<file path="config.mk">
export PLATFORM = sky130hd
export DESIGN_NAME = baro_sensor_compensation_flat
export DESIGN_NICKNAME = d
export VERILOG_FILES = /design/src/sv/bsc_pkg.sv /design/src/sv/bsc_if.sv /design/src/sv/baro_sensor_compensation.sv /design/src/flat_wrapper.sv
export SDC_FILE = /design/constraint.sdc
export NUM_CORES = 2
export LEC_CHECK = 0
export ABC_CLOCK_PERIOD_IN_PS = 13940
export BUFFER_PORTS_ARGS = -buffer_cell sky130_fd_sc_hd__buf_2
export CORE_MARGIN = 1
export CORE_UTILIZATION = 40
export DETAILED_ROUTE_END_ITERATION = 10
export GPL_ROUTABILITY_DRIVEN = 0
export PLACE_DENSITY_LB_ADDON = 0.15
export SETUP_SLACK_MARGIN = 0.4
export SLEW_MARGIN = 20
export SYNTH_ARGS = -nofsm -noshare
export SYNTH_HDL_FRONTEND = slang
export SYNTH_SLANG_ARGS = --single-unit
</file>
<file path="constraint.sdc">
create_clock -name clk_i -period 13.94 [get_ports clk_i]
set_input_delay 2.091 -clock clk_i [delete_from_list [all_inputs] [get_ports clk_i]]
set_output_delay 2.091 -clock clk_i [all_outputs]
set_load 0.01 [all_outputs]
</file>
<file path="src/sv/bsc_pkg.sv">
// Shared widths, register indexes and the microcode table of the compensation sequencer.
`default_nettype none

package bsc_pkg;

  localparam int RAW_W     = 24;
  localparam int TEMP_W    = 19;
  localparam int PRES_W    = 27;
  localparam int COEFF_W   = 16;
  localparam int NUM_COEFF = 6;
  localparam int CFG_IDX_W = 3;

  // Datapath widths
  localparam int DT_W   = RAW_W + 1;
  localparam int MUL_W  = 26;
  localparam int PROD_W = 2 * MUL_W;
  localparam int ACC_W  = 48;
  localparam int STEP_W = 4;

  // Calibration register indexes
  localparam logic [CFG_IDX_W-1:0] CFG_C1 = 3'd0;
  localparam logic [CFG_IDX_W-1:0] CFG_C2 = 3'd1;
  localparam logic [CFG_IDX_W-1:0] CFG_C3 = 3'd2;
  localparam logic [CFG_IDX_W-1:0] CFG_C4 = 3'd3;
  localparam logic [CFG_IDX_W-1:0] CFG_C5 = 3'd4;
  localparam logic [CFG_IDX_W-1:0] CFG_C6 = 3'd5;

  localparam int TEMP_BASE     = 2000;
  localparam int TEMP_XLOW_OFS = 3500;   // t + 1500 expressed from t - 2000
  localparam int PRES_RESET    = -100;
  localparam int PRES_SHIFT    = 15;

  localparam logic [STEP_W-1:0] STEP_PRESS = 4'd9;
  localparam logic [STEP_W-1:0] STEP_LAST  = 4'd12;

  typedef enum logic [3:0] {
    MS_HOLD,
    MS_DT_C6,
    MS_C4_DT,
    MS_C3_DT,
    MS_DT_DT,
    MS_D_5D,
    MS_E_7E,
    MS_E_11E,
    MS_RAW_LO,
    MS_RAW_HI
  } mul_sel_e;

  typedef enum logic [2:0] {
    DST_NONE,
    DST_D,
    DST_T2,
    DST_OFF,
    DST_SENS,
    DST_PRES_INIT,
    DST_PRES
  } dst_e;

  typedef enum logic [1:0] {
    JMP_NONE,
    JMP_T_NOT_LOW,
    JMP_T_NOT_VLOW
  } jmp_e;

  typedef struct packed {
    mul_sel_e          msel;
    dst_e              dst;
    logic              sub;
    logic [4:0]        shamt;
    jmp_e              jmp;
    logic [STEP_W-1:0] target;
  } ucode_t;

  function automatic ucode_t ucode_rom(input logic [STEP_W-1:0] step);
    ucode_t uw;
    uw = '{msel: MS_HOLD, dst: DST_NONE, sub: 1'b0, shamt: 5'd0, jmp: JMP_NONE, target: '0};
    case (step)
      4'd0: begin
        uw.msel = MS_DT_C6;
      end
      4'd1: begin
        uw.msel = MS_C4_DT;  uw.dst = DST_D;     uw.shamt = 5'd23;
      end
      4'd2: begin
        uw.msel = MS_C3_DT;  uw.dst = DST_OFF;   uw.shamt = 5'd7;
      end
      4'd3: begin
        uw.msel = MS_DT_DT;  uw.dst = DST_SENS;  uw.shamt = 5'd8;
        uw.jmp  = JMP_T_NOT_LOW;  uw.target = STEP_PRESS;
      end
      4'd4: begin
        uw.msel = MS_D_5D;   uw.dst = DST_T2;    uw.shamt = 5'd31;
      end
      4'd5: begin
        uw.dst = DST_OFF;    uw.sub = 1'b1;      uw.shamt = 5'd1;
      end
      4'd6: begin
        uw.msel = MS_E_7E;   uw.dst = DST_SENS;  uw.sub = 1'b1;  uw.shamt = 5'd2;
        uw.jmp  = JMP_T_NOT_VLOW; uw.target = STEP_PRESS;
      end
      4'd7: begin
        uw.msel = MS_E_11E;  uw.dst = DST_OFF;   uw.sub = 1'b1;
      end
      4'd8: begin
        uw.dst = DST_SENS;   uw.sub = 1'b1;      uw.shamt = 5'd1;
      end
      4'd9: begin
        uw.msel = MS_RAW_LO;
      end
      4'd10: begin
        uw.msel = MS_RAW_HI; uw.dst = DST_PRES_INIT; uw.shamt = 5'd21;
      end
      4'd11: begin
        uw.dst = DST_PRES;
      end
      default: begin
        uw.msel = MS_HOLD;
      end
    endcase
    return uw;
  endfunction

endpackage

`default_nettype wire

</file>
<file path="src/sv/bsc_if.sv">
// Valid/ready channel interfaces for raw readings and compensated results.
`default_nettype none

interface bsc_in_if;
  logic                        valid;
  logic                        ready;
  logic [bsc_pkg::RAW_W-1:0]   adc_reading;

  modport source (output valid, output adc_reading, input ready);
  modport sink   (input valid, input adc_reading, output ready);
endinterface

interface bsc_out_if;
  logic                               valid;
  logic                               ready;
  logic signed [bsc_pkg::TEMP_W-1:0]  temp_centi;
  logic signed [bsc_pkg::PRES_W-1:0]  pressure_pa;
  logic                               fresh;

  modport source (output valid, output temp_centi, output pressure_pa, output fresh,
                  input ready);
  modport sink   (input valid, input temp_centi, input pressure_pa, input fresh,
                  output ready);
endinterface

`default_nettype wire

</file>
<file path="src/sv/baro_sensor_compensation.sv">
// Top level: second-order barometric compensation run by a microcoded sequencer.
//
//  channel   dir  handshake          payload
//  --------  ---  -----------------  ----------------------------------------------
//  in_if     in   valid/ready        adc_reading (24b, pressure/temperature alternate)
//  out_if    out  valid/ready        temp_centi (19b s), pressure_pa (27b s), fresh
//  cfg       in   cfg_we_i only      cfg_idx_i (3b), cfg_data_i (16b), C1..C6
//
//  A pressure reading is held and its result (last values, fresh = 0) is presented
//  the cycle after the transfer. A temperature reading runs the microprogram on one
//  26x26 multiplier, one step a cycle (the last waits out a stalled result):
//  8 steps at or above 20.00 C, 11 below it and 13 below -15.00 C.
//  Reset clears coefficients, phase, held pressure and the last results (0 / -100).
//  Hold the input while the sequencer runs or a stalled result waits to drain.
`default_nettype none

module baro_sensor_compensation (
  input  wire logic                            clk_i,
  input  wire logic                            rst_ni,
  input  wire logic                            cfg_we_i,
  input  wire logic [bsc_pkg::CFG_IDX_W-1:0]   cfg_idx_i,
  input  wire logic [bsc_pkg::COEFF_W-1:0]     cfg_data_i,
  bsc_in_if.sink                               in_if,
  bsc_out_if.source                            out_if
);
  import bsc_pkg::*;

  localparam logic ST_IDLE = 1'b0;
  localparam logic ST_RUN  = 1'b1;

  // Control state
  logic                      state_q, state_d;
  logic [STEP_W-1:0]         step_q, step_d;
  logic                      phase_q;
  logic                      out_valid_q;
  logic                      fresh_q;
  logic [COEFF_W-1:0]        coeff_q [NUM_COEFF];
  logic [RAW_W-1:0]          held_q;
  logic signed [TEMP_W-1:0]  last_temp_q;
  logic signed [PRES_W-1:0]  last_pres_q;

  // Datapath registers
  logic signed [DT_W-1:0]    dt_q;
  logic signed [TEMP_W-1:0]  d_q;      // t - 2000
  logic [TEMP_W-1:0]         t2_q;
  logic signed [ACC_W-1:0]   off_q;
  logic signed [ACC_W-1:0]   sens_q;
  logic signed [ACC_W-1:0]   pres_q;
  logic signed [PROD_W-1:0]  prod_q;

  ucode_t                    uw;
  logic                      in_xfer;
  logic                      out_free;
  logic                      run_step;
  logic                      finish;
  logic                      jmp_take;

  logic signed [MUL_W-1:0]   dt_w, d_w, d5_w, e_w, e7_w, e11_w;
  logic signed [MUL_W-1:0]   op_a, op_b;
  logic signed [PROD_W-1:0]  prod_d;
  logic signed [PROD_W-1:0]  term_full;
  logic signed [ACC_W-1:0]   term;
  logic signed [TEMP_W+1:0]  temp_full;
  logic signed [ACC_W-1:0]   pres_full;

  // Handshake
  assign out_free     = !out_valid_q || out_if.ready;
  assign in_if.ready  = (state_q == ST_IDLE) && out_free;
  assign in_xfer      = in_if.valid && in_if.ready;
  assign run_step     = (state_q == ST_RUN) && (step_q != STEP_LAST);
  assign finish       = (state_q == ST_RUN) && (step_q == STEP_LAST) && out_free;

  assign out_if.valid       = out_valid_q;
  assign out_if.temp_centi  = last_temp_q;
  assign out_if.pressure_pa = last_pres_q;
  assign out_if.fresh       = fresh_q;

  // Microcode fetch
  assign uw = ucode_rom(step_q);

  // Operand preparation: small scalings of d and e = t + 1500 feed the squares
  assign dt_w  = {dt_q[DT_W-1], dt_q};
  assign d_w   = {{(MUL_W-TEMP_W){d_q[TEMP_W-1]}}, d_q};
  assign d5_w  = (d_w <<< 2) + d_w;
  assign e_w   = d_w + MUL_W'(TEMP_XLOW_OFS);
  assign e7_w  = (e_w <<< 3) - e_w;
  assign e11_w = (e_w <<< 3) + (e_w <<< 1) + e_w;

  always_comb begin
    op_a = dt_w;
    op_b = dt_w;
    case (uw.msel)
      MS_DT_C6: begin
        op_a = dt_w;
        op_b = $signed({{(MUL_W-COEFF_W){1'b0}}, coeff_q[CFG_C6]});
      end
      MS_C4_DT: begin
        op_a = $signed({{(MUL_W-COEFF_W){1'b0}}, coeff_q[CFG_C4]});
        op_b = dt_w;
      end
      MS_C3_DT: begin
        op_a = $signed({{(MUL_W-COEFF_W){1'b0}}, coeff_q[CFG_C3]});
        op_b = dt_w;
      end
      MS_DT_DT: begin
        op_a = dt_w;
        op_b = dt_w;
      end
      MS_D_5D: begin
        op_a = d_w;
        op_b = d5_w;
      end
      MS_E_7E: begin
        op_a = e_w;
        op_b = e7_w;
      end
      MS_E_11E: begin
        op_a = e_w;
        op_b = e11_w;
      end
      MS_RAW_LO: begin
        // low 21 bits of sensitivity, unsigned
        op_a = $signed({{(MUL_W-RAW_W){1'b0}}, held_q});
        op_b = $signed({{(MUL_W-21){1'b0}}, sens_q[20:0]});
      end
      MS_RAW_HI: begin
        // sensitivity floor-shifted by 21
        op_a = $signed({{(MUL_W-RAW_W){1'b0}}, held_q});
        op_b = sens_q[MUL_W+20:21];
      end
      default: begin
        op_a = dt_w;
        op_b = dt_w;
      end
    endcase
  end

  assign prod_d    = op_a * op_b;
  assign term_full = prod_q >>> uw.shamt;
  assign term      = term_full[ACC_W-1:0];

  always_comb begin
    case (uw.jmp)
      JMP_T_NOT_LOW:  jmp_take = !d_q[TEMP_W-1];
      JMP_T_NOT_VLOW: jmp_take = !e_w[MUL_W-1];
      default:        jmp_take = 1'b0;
    endcase
  end

  // Sequencer next state
  always_comb begin
    state_d = state_q;
    step_d  = step_q;
    case (state_q)
      ST_IDLE: begin
        if (in_xfer && phase_q) begin
          state_d = ST_RUN;
          step_d  = '0;
        end
      end
      ST_RUN: begin
        if (run_step) begin
          step_d = jmp_take ? uw.target : step_q + 1'b1;
        end else if (finish) begin
          state_d = ST_IDLE;
        end
      end
      default: begin
        state_d = ST_IDLE;
      end
    endcase
  end

  // Results: t - t2 and the floor-shifted pressure
  assign temp_full = (TEMP_W+2)'(TEMP_BASE) + {{2{d_q[TEMP_W-1]}}, d_q}
                   - $signed({2'b0, t2_q});
  assign pres_full = pres_q >>> PRES_SHIFT;

  always_ff @(posedge clk_i or negedge rst_ni) begin
    if (!rst_ni) begin
      state_q     <= ST_IDLE;
      step_q      <= '0;
      phase_q     <= 1'b0;
      out_valid_q <= 1'b0;
      fresh_q     <= 1'b0;
      held_q      <= '0;
      last_temp_q <= '0;
      last_pres_q <= PRES_W'(PRES_RESET);
      for (int i = 0; i < NUM_COEFF; i++) begin
        coeff_q[i] <= '0;
      end
    end else begin
      state_q <= state_d;
      step_q  <= step_d;

      // Drop indexes past the last coefficient
      if (cfg_we_i && (cfg_idx_i < CFG_IDX_W'(NUM_COEFF))) begin
        coeff_q[cfg_idx_i] <= cfg_data_i;
      end

      // Present a new result, else drop the one that transfers
      if ((in_xfer && !phase_q) || finish) begin
        out_valid_q <= 1'b1;
      end else if (out_valid_q && out_if.ready) begin
        out_valid_q <= 1'b0;
      end

      if (in_xfer) begin
        phase_q <= !phase_q;
        if (!phase_q) begin
          // Pressure: hold the raw value and repeat the last result
          held_q  <= in_if.adc_reading;
          fresh_q <= 1'b0;
        end
      end

      if (finish) begin
        last_temp_q <= temp_full[TEMP_W-1:0];
        last_pres_q <= pres_full[PRES_W-1:0];
        fresh_q     <= 1'b1;
      end
    end
  end

  // Datapath: loaded on a temperature transfer, advanced one control word a cycle
  always_ff @(posedge clk_i) begin
    if (in_xfer && phase_q) begin
      dt_q   <= $signed({1'b0, in_if.adc_reading})
              - $signed({1'b0, coeff_q[CFG_C5], 8'b0});
      off_q  <= $signed({{(ACC_W-COEFF_W-16){1'b0}}, coeff_q[CFG_C2], 16'b0});
      sens_q <= $signed({{(ACC_W-COEFF_W-15){1'b0}}, coeff_q[CFG_C1], 15'b0});
      t2_q   <= '0;
    end else if (run_step) begin
      if (uw.msel != MS_HOLD) begin
        prod_q <= prod_d;
      end
      case (uw.dst)
        DST_D:         d_q    <= term[TEMP_W-1:0];
        DST_T2:        t2_q   <= term[TEMP_W-1:0];
        DST_OFF:       off_q  <= uw.sub ? off_q - term : off_q + term;
        DST_SENS:      sens_q <= uw.sub ? sens_q - term : sens_q + term;
        DST_PRES_INIT: pres_q <= term - off_q;
        DST_PRES:      pres_q <= pres_q + term;
        default: begin
        end
      endcase
    end
  end

`ifndef SYNTH
  a_step_in_range: assert property (@(posedge clk_i) disable iff (!rst_ni)
    (state_q == ST_RUN) |-> (step_q <= STEP_LAST))
    else $error("sequencer step past program end");

  a_busy_blocks_input: assert property (@(posedge clk_i) disable iff (!rst_ni)
    (state_q == ST_RUN) |-> !in_if.ready)
    else $error("input ready while sequencer busy");

  a_fresh_matches_phase: assert property (@(posedge clk_i) disable iff (!rst_ni)
    out_if.valid |-> (out_if.fresh != phase_q))
    else $error("result freshness disagrees with reading phase");

  a_finish_presents: assert property (@(posedge clk_i) disable iff (!rst_ni)
    finish |=> (out_valid_q && fresh_q && (state_q == ST_IDLE)))
    else $error("finished computation not presented");
`endif

endmodule

`default_nettype wire

</file>
<file path="src/flat_wrapper.sv">
// flat-port wrapper written by rule: the top's interface ports become plain ports
module baro_sensor_compensation_flat import bsc_pkg::*;
  (clk_i, rst_ni, cfg_we_i, cfg_idx_i, cfg_data_i, in_if_valid, in_if_adc_reading, in_if_ready, out_if_valid, out_if_temp_centi, out_if_pressure_pa, out_if_fresh, out_if_ready);
  bsc_in_if in_if_i ();
  bsc_out_if out_if_i ();
  input  wire logic clk_i;
  input  wire logic rst_ni;
  input  wire logic cfg_we_i;
  input  wire logic [bsc_pkg::CFG_IDX_W-1:0] cfg_idx_i;
  input  wire logic [bsc_pkg::COEFF_W-1:0] cfg_data_i;
  input wire logic [$bits(in_if_i.valid)-1:0] in_if_valid;
  input wire logic [$bits(in_if_i.adc_reading)-1:0] in_if_adc_reading;
  output wire logic [$bits(in_if_i.ready)-1:0] in_if_ready;
  output wire logic [$bits(out_if_i.valid)-1:0] out_if_valid;
  output wire logic [$bits(out_if_i.temp_centi)-1:0] out_if_temp_centi;
  output wire logic [$bits(out_if_i.pressure_pa)-1:0] out_if_pressure_pa;
  output wire logic [$bits(out_if_i.fresh)-1:0] out_if_fresh;
  input wire logic [$bits(out_if_i.ready)-1:0] out_if_ready;
  assign in_if_i.valid = in_if_valid;
  assign in_if_i.adc_reading = in_if_adc_reading;
  assign in_if_ready = in_if_i.ready;
  assign out_if_valid = out_if_i.valid;
  assign out_if_temp_centi = out_if_i.temp_centi;
  assign out_if_pressure_pa = out_if_i.pressure_pa;
  assign out_if_fresh = out_if_i.fresh;
  assign out_if_i.ready = out_if_ready;
  baro_sensor_compensation u_core (.clk_i(clk_i), .rst_ni(rst_ni), .cfg_we_i(cfg_we_i), .cfg_idx_i(cfg_idx_i), .cfg_data_i(cfg_data_i), .in_if(in_if_i), .out_if(out_if_i));
endmodule
</file>
### Yosys cells after proc, flatten, opt, wreduce, memory -nomap -nowiden

Index checks and enable logic that the tools add are counted.

| storage, ports and cells | value |
|---|---|
| bits in registers | 433 |
| bits of input ports | 48 |

| cells by class | value |
|---|---|
| add/subtract/negate cells | 15 |
| multipliers | 1 |
| order comparisons | 3 |
| equal/unequal tests | 32 |
| shift operators | 1 |
| multiplexer cells | 33 |
| bitwise operators | 4 |
| reductions and logical operators | 41 |

Operators by type and width:

| cell | number |
|---|---|
| one-hot mux 26 bit (6 select lines) | 1 |
| adder 48 bit | 3 |
| subtractor 48 bit | 3 |
| one-hot mux 26 bit (5 select lines) | 1 |
| bitwise mux 96 bit | 1 |
| 2-to-1 mux 32 bit | 3 |
| 2-to-1 mux 48 bit | 2 |
| one-hot mux 48 bit (2 select lines) | 1 |
| 2-to-1 mux 31 bit | 3 |
| adder 26 bit | 2 |
| multiplier 26 x 26 -> 52 bit | 1 |
| >>> shifter 52 x 5 -> 48 bit | 1 |
| demux 16 bit (select 3 bit) | 1 |
| one-hot mux 4 bit (9 select lines) | 1 |
| one-hot mux 5 bit (7 select lines) | 1 |
| == test 4 x 3 -> 1 bit, second input constant | 7 |
| == test 4 bit, second input constant | 7 |
| subtractor 26 bit | 1 |
| subtractor 24 x 24 -> 25 bit | 1 |
| adder 21 x 19 -> 22 bit | 1 |
| adder 19 x 13 -> 20 bit, second input constant | 1 |
| adder 12 x 19 -> 19 bit, first input constant | 1 |
| subtractor 19 bit | 1 |
| one-hot mux 3 bit (6 select lines) | 1 |
| 32 further kinds | 84 |

### Depth between registers and ports, before layout

| logic depth | value |
|---|---|
| depth after elaboration | 9 |
| depth in mapped cells | 50 |
| mapped depth without buffers | 48 |

### Worst setup path after synthesis

No wires, ideal clock.

| path | value |
|---|---|
| kind | register -> register |
| start | register u_core.d_q[2] |
| end | register u_core.prod_q[50] (data pin) |
| setup time | 262 ps |
| arrival | 10792 ps |
| data required time | 13678 ps |
| setup slack | 2886 ps |
| cell stages (with the launch flop) | 49 |
| path buffers | 3 |
| clock period less this slack | 11054 ps |
| cell sequence | edfxtp_1 > buf_6 > inv_1 > ha_1 > nor2b_1 > o21ai_1 > nand2_1 > xnor2_1 > inv_1 > fa_1 > inv_1 > ha_1 > a21o_1 > a21o_1 > and2_1 > a21o_1 > or4_1 > a31oi_1 > [13 not listed] > inv_1 > fa_1 > inv_1 > fa_1 > ha_1 > clkbuf_1 > and3_1 > nand3_1 > a31oi_1 > nor4b_1 > o2bb2ai_1 > a211o_1 > a211oi_1 > o21ai_0 > a21boi_0 > o2111ai_1 > a21oi_1 > xor2_1 |

| between the ends | value |
|---|---|
| word-level cells in the longest chain between the ends | 5 |

Ends and longest elaborated chain:

| element | line | RTL |
|---|---|---|
| start: declaration | baro_sensor_compensation.sv:44 | `logic signed [TEMP_W-1:0] d_q;` |
| start signal: assignment | baro_sensor_compensation.sv:238 | `DST_D: d_q <= term[TEMP_W-1:0];` |
| adder 19 x 13 -> 20 bit | baro_sensor_compensation.sv:85 | `assign e_w = d_w + MUL_W'(TEMP_XLOW_OFS);` |
| adder 26 bit (2 in a row) | baro_sensor_compensation.sv:87 | `assign e11_w = (e_w <<< 3) + (e_w <<< 1) + e_w;` |
| one-hot mux 26 bit (6 select lines) | baro_sensor_compensation.sv:92 | `case (uw.msel)` |
| multiplier 26 x 26 -> 52 bit (*) | baro_sensor_compensation.sv:138 | `assign prod_d = op_a * op_b;` |
| net u_core.prod_d[50] | baro_sensor_compensation.sv:60 | `logic signed [PROD_W-1:0] prod_d;` |
| end signal: assignment | baro_sensor_compensation.sv:235 | `prod_q <= prod_d;` |
| end: declaration | baro_sensor_compensation.sv:49 | `logic signed [PROD_W-1:0] prod_q;` |

Mark *: on every way through the listed nets, which the timed path passes. The rest lies on a longest branch.
A chain may end at the register's enable or synchronous reset.

### Worst setup path in the final report

Same ends and word-level chain as after synthesis.

==> qor.csv <==
stage,metric,value,unit
status,outcome,completed,
grt,vias in the first global route,48600,
final_layout,multi-input logic area,42400,um^2
sta,Pins Over Slew Limit,0,
min_path,Hold Crit Start,u_core.out_if.pressure_pa[7]$_DFFE_PN1P_,
final_layout,register area,11000,um^2
drt,Avg Vias per Cell,5.76,
synth,top post-synthesis cells by area,"fa_1, edfxtp_1, ha_1",
die,core area,142000,um^2
run,max capacitance violation total,0,
synth,syn avg cell area,8.88,um^2
critical_path,worst r2r path cells,45,
cts,TritonCTS buffer count,52,
grt,Total GRT Usage,28.1,%
cts,CTS tree,done,
grt,largest net degree at the start of global routing,82,
critical_path,r2r startpoint,u_core.d_q[2]$_DFFE_PP_,
synth,Post-Synthesis Cells,6490,
die,die height,382,um
cts,Root Buffer,clkbuf_16,
critical_path,Crit path largest cell delay,610,ps
final_layout,layout cells sized above 1,9.39,%
critical_path,CP Max Fanout,12,
critical_path,"Req. time, crit path",14330,ps
synth,"EDFF count, synth",170,
critical_path,CP Class,reg2reg,
critical_path,Critical Path Slowest Stage Cell,a211oi_1,
sta,Setup TNS,0,ps
cts,H-tree Lvls,2,
grt,first-pass GRT wire length,311000,um
min_path,hold path depth,2,
min_path,path type of the worst min-delay path,reg2reg,
synth,"Top FF cell, synth",edfxtp_1,
die,Initial Utilization,40.5,%
critical_path,CP startpoint kind,register,
synth,area share of the largest cell type after synthesis,24.6,%
critical_path,Worst EP arrival,13190,ps
cts,clk slew on worst S/H paths,60,ps
drt,remaining antenna violation count,0,
sta,skew final,27.0,ps
cts,"Setup Fix Bufs, Post-CTS",0,
synth,register area share after synthesis,19.1,%
drt,routed via count,48500,
synth,Post-Syn Area,57600,um^2
synth,Cell variety after synth,127,
final_layout,Final #Nets,7648,
grt,initial antenna violation count,2,
drt,WL/cell,24.6,um
cts,Clock Sink Count,420,
synth,ys async rst share,41.4,%
drt,final WL,207000,um
critical_path,reg2reg setup slack,1130,ps
die,die width,382,um
die,row count,138,
sta,final hold violations,0,
die,I/O pin cnt,97,
sta,Slew HR,19.3,%
die,total die area,146000,um^2
sta,max frequency,0.0781,GHz
sta,measured slew at the worst slew-check pin,1210,ps
synth,Mapped Nets,7645,
min_path,end of the worst hold path,u_core.out_if.pressure_pa[7]$_DFFE_PN1P_,
cts,clk_lat worst skew,650,ps
sta,final worst path period need,12810,ps
critical_path,reg2reg end,u_core.prod_q[50]$_DFFE_PP_,
placement,IO Port Bufs,96,
placement,post-DP HPWL,165000,um
final_layout,FILL cells,14100,
critical_path,CP endpoint kind,register,
drt,DRC viols,0,
cts,# hold bufs at CTS,0,
sta,RSZ-0062 raised after global routing,false,
sta,Final Cycle Share,91.9,%
critical_path,Most common cell on crit path,fa_1,
synth,Synth area leader,fa_1,
grt,grt ovf,0,
final_layout,Area Growth Syn to Fin,8.27,%
drt,Iteration-0 DRC Markers,4203,
cts,clk buf depth,3,
synth,"FF+latch count, synth",420,
sta,"Setup violations, final",0,
drt,drt first pass iters,8,
synth,yosys warns,0,
worst max path at each step:
| stage | startpoint | endpoint |
|---|---|---|
| final | u_core.d_q[2]$_DFFE_PP_ | u_core.prod_q[50]$_DFFE_PP_ |
| after CTS | u_core.d_q[2]$_DFFE_PP_ | u_core.prod_q[51]$_DFFE_PP_ |
| after global placement | u_core.d_q[2]$_DFFE_PP_ | u_core.prod_q[50]$_DFFE_PP_ |
| after floorplan | u_core.d_q[2]$_DFFE_PP_ | u_core.prod_q[50]$_DFFE_PP_ |
| after global routing | u_core.d_q[2]$_DFFE_PP_ | u_core.prod_q[50]$_DFFE_PP_ |
| after detailed placement | u_core.d_q[2]$_DFFE_PP_ | u_core.prod_q[50]$_DFFE_PP_ |
synth_stat cells (30+ instances only):
cell      number
dfrtp_1      151
a222oi_1      30
o21a_1        57
and2_1        95
nand2_1      858
nand3_1      177
o31ai_1       34
fa_1         708
o21ai_0      306
or3_1         36
nor2b_1       58
nor2_1       413
xor2_1       123
dfxtp_1       76
nor3_1        69
nand2b_1      58
xnor2_1      199
and3_1        37
a31oi_1       59
a21oi_1      317
o211ai_1      45
inv_1        891
clkbuf_1     204
edfxtp_1     170
mux2i_1       40
ha_1         399
nand4_1       37
mux2_2       116
a211oi_1      42
o21bai_1      46
a21o_1       114
buf_2         42
layout make-up:
class | instances | share of cell area, %
multi-input combinational | 4898 | 68.0
clock buffer | 74 | 2.37
sequential | 420 | 17.6
antenna | 2 | 0.00802
inverter | 893 | 5.38
tap | 1890 | 3.79
timing repair buffer | 228 | 2.40
clock inverter | 23 | 0.373
cells by family after synthesis:
family	count (synthesis)	share of synthesized area, %
AND/OR/NAND/NOR	1950	15.5
multiplexers	169	3.44
XOR/XNOR	325	5.00
buffers and inverters	1172	7.96
flip-flops	420	19.1
adder cells (fa/ha/maj)	1108	33.3
AO/OA/AOI/OAI	1346	15.7
registers in the layout, summed over array words and instances, names as in the netlist:
| register | count |
|---|---|
| u_core.coeff_q | 96 |
| u_core.d_q | 19 |
| u_core.dt_q | 25 |
| u_core.held_q | 24 |
| u_core.off_q | 42 |
| u_core.out_if.fresh | 1 |
| u_core.out_if.pressure_pa | 27 |
| u_core.out_if.temp_centi | 19 |
| u_core.out_if.valid | 1 |
| u_core.phase_q | 1 |
| u_core.pres_q | 42 |
| u_core.prod_q | 52 |
| u_core.sens_q | 47 |
| u_core.state_q | 1 |
| u_core.step_q | 4 |
| u_core.t2_q | 19 |
per-layer routing:
| layer | GRT usage [%] | wire, um | share of wire [%] | vias to the layer above |
|---|---|---|---|---|
| li1 | - | - | - | 21800 |
| met1 | 36.7 | 85100 | 41 | 24400 |
| met2 | 46.5 | 97200 | 47 | 1910 |
| met3 | 3.72 | 14200 | 6.8 | 436 |
| met4 | 12.5 | 11000 | 5.3 | 0 |
| met5 | 0 | 0 | 0 | - |
through the flow:
stage / worst slack, ps / std cells / hold slack (ps) / utilization [%] / cell area [um^2]
2_1_floorplan: 2890 / 6490 / 436 / - / 57600
3_3_place_gp: 1370 / 8328 / 442 / 42.6 / 60600
3_5_place_dp: 1230 / 8328 / 448 / 42.6 / 60600
4_1_cts: 1140 / 8425 / 458 / 43.8 / 62300
5_1_grt: 423 / 8426 / 470 / 43.8 / 62400
6_report: 1130 / 8428 / 454 / 43.8 / 62400
worst max-delay path: cells and delay by family (launching register included):
| kind | cells | cell delay, ps |
|---|---|---|
| AOI/OAI and AO/OA | 18 | 4820 |
| xor gates and xnor gates | 2 | 480 |
| adders and majority gates | 11 | 4700 |
| buffers and inverters | 7 | 670 |
| DFF | 1 | 600 |
| and+or+nand+nor | 7 | 1260 |
cells in the final DEF (no fill, tap or decap), drive strengths merged, types with 59 or more instances in the layout:
master,Yosys,final
inv,893,899
nand2,861,861
fa,708,708
nor2,417,417
ha,399,399
a21oi,322,322
o21ai,321,321
buf,75,227
xnor2,201,201
nand3,178,178
edfxtp,170,170
dfrtp,151,151
xor2,124,124
mux2,118,118
a21o,115,115
and2,96,96
dfxtp,76,76
clkbuf,204,75
nor3,70,70
nand2b,59,59
a31oi,59,59
repair_timing:
item,in CTS,in global routing
hold endpoints to repair,0,0
endpoints found under the setup margin,0,2
resized for setup,0,2
Power is not shown: default switching activity piles up to over one toggle a cycle in this logic, so the estimate is an artifact.
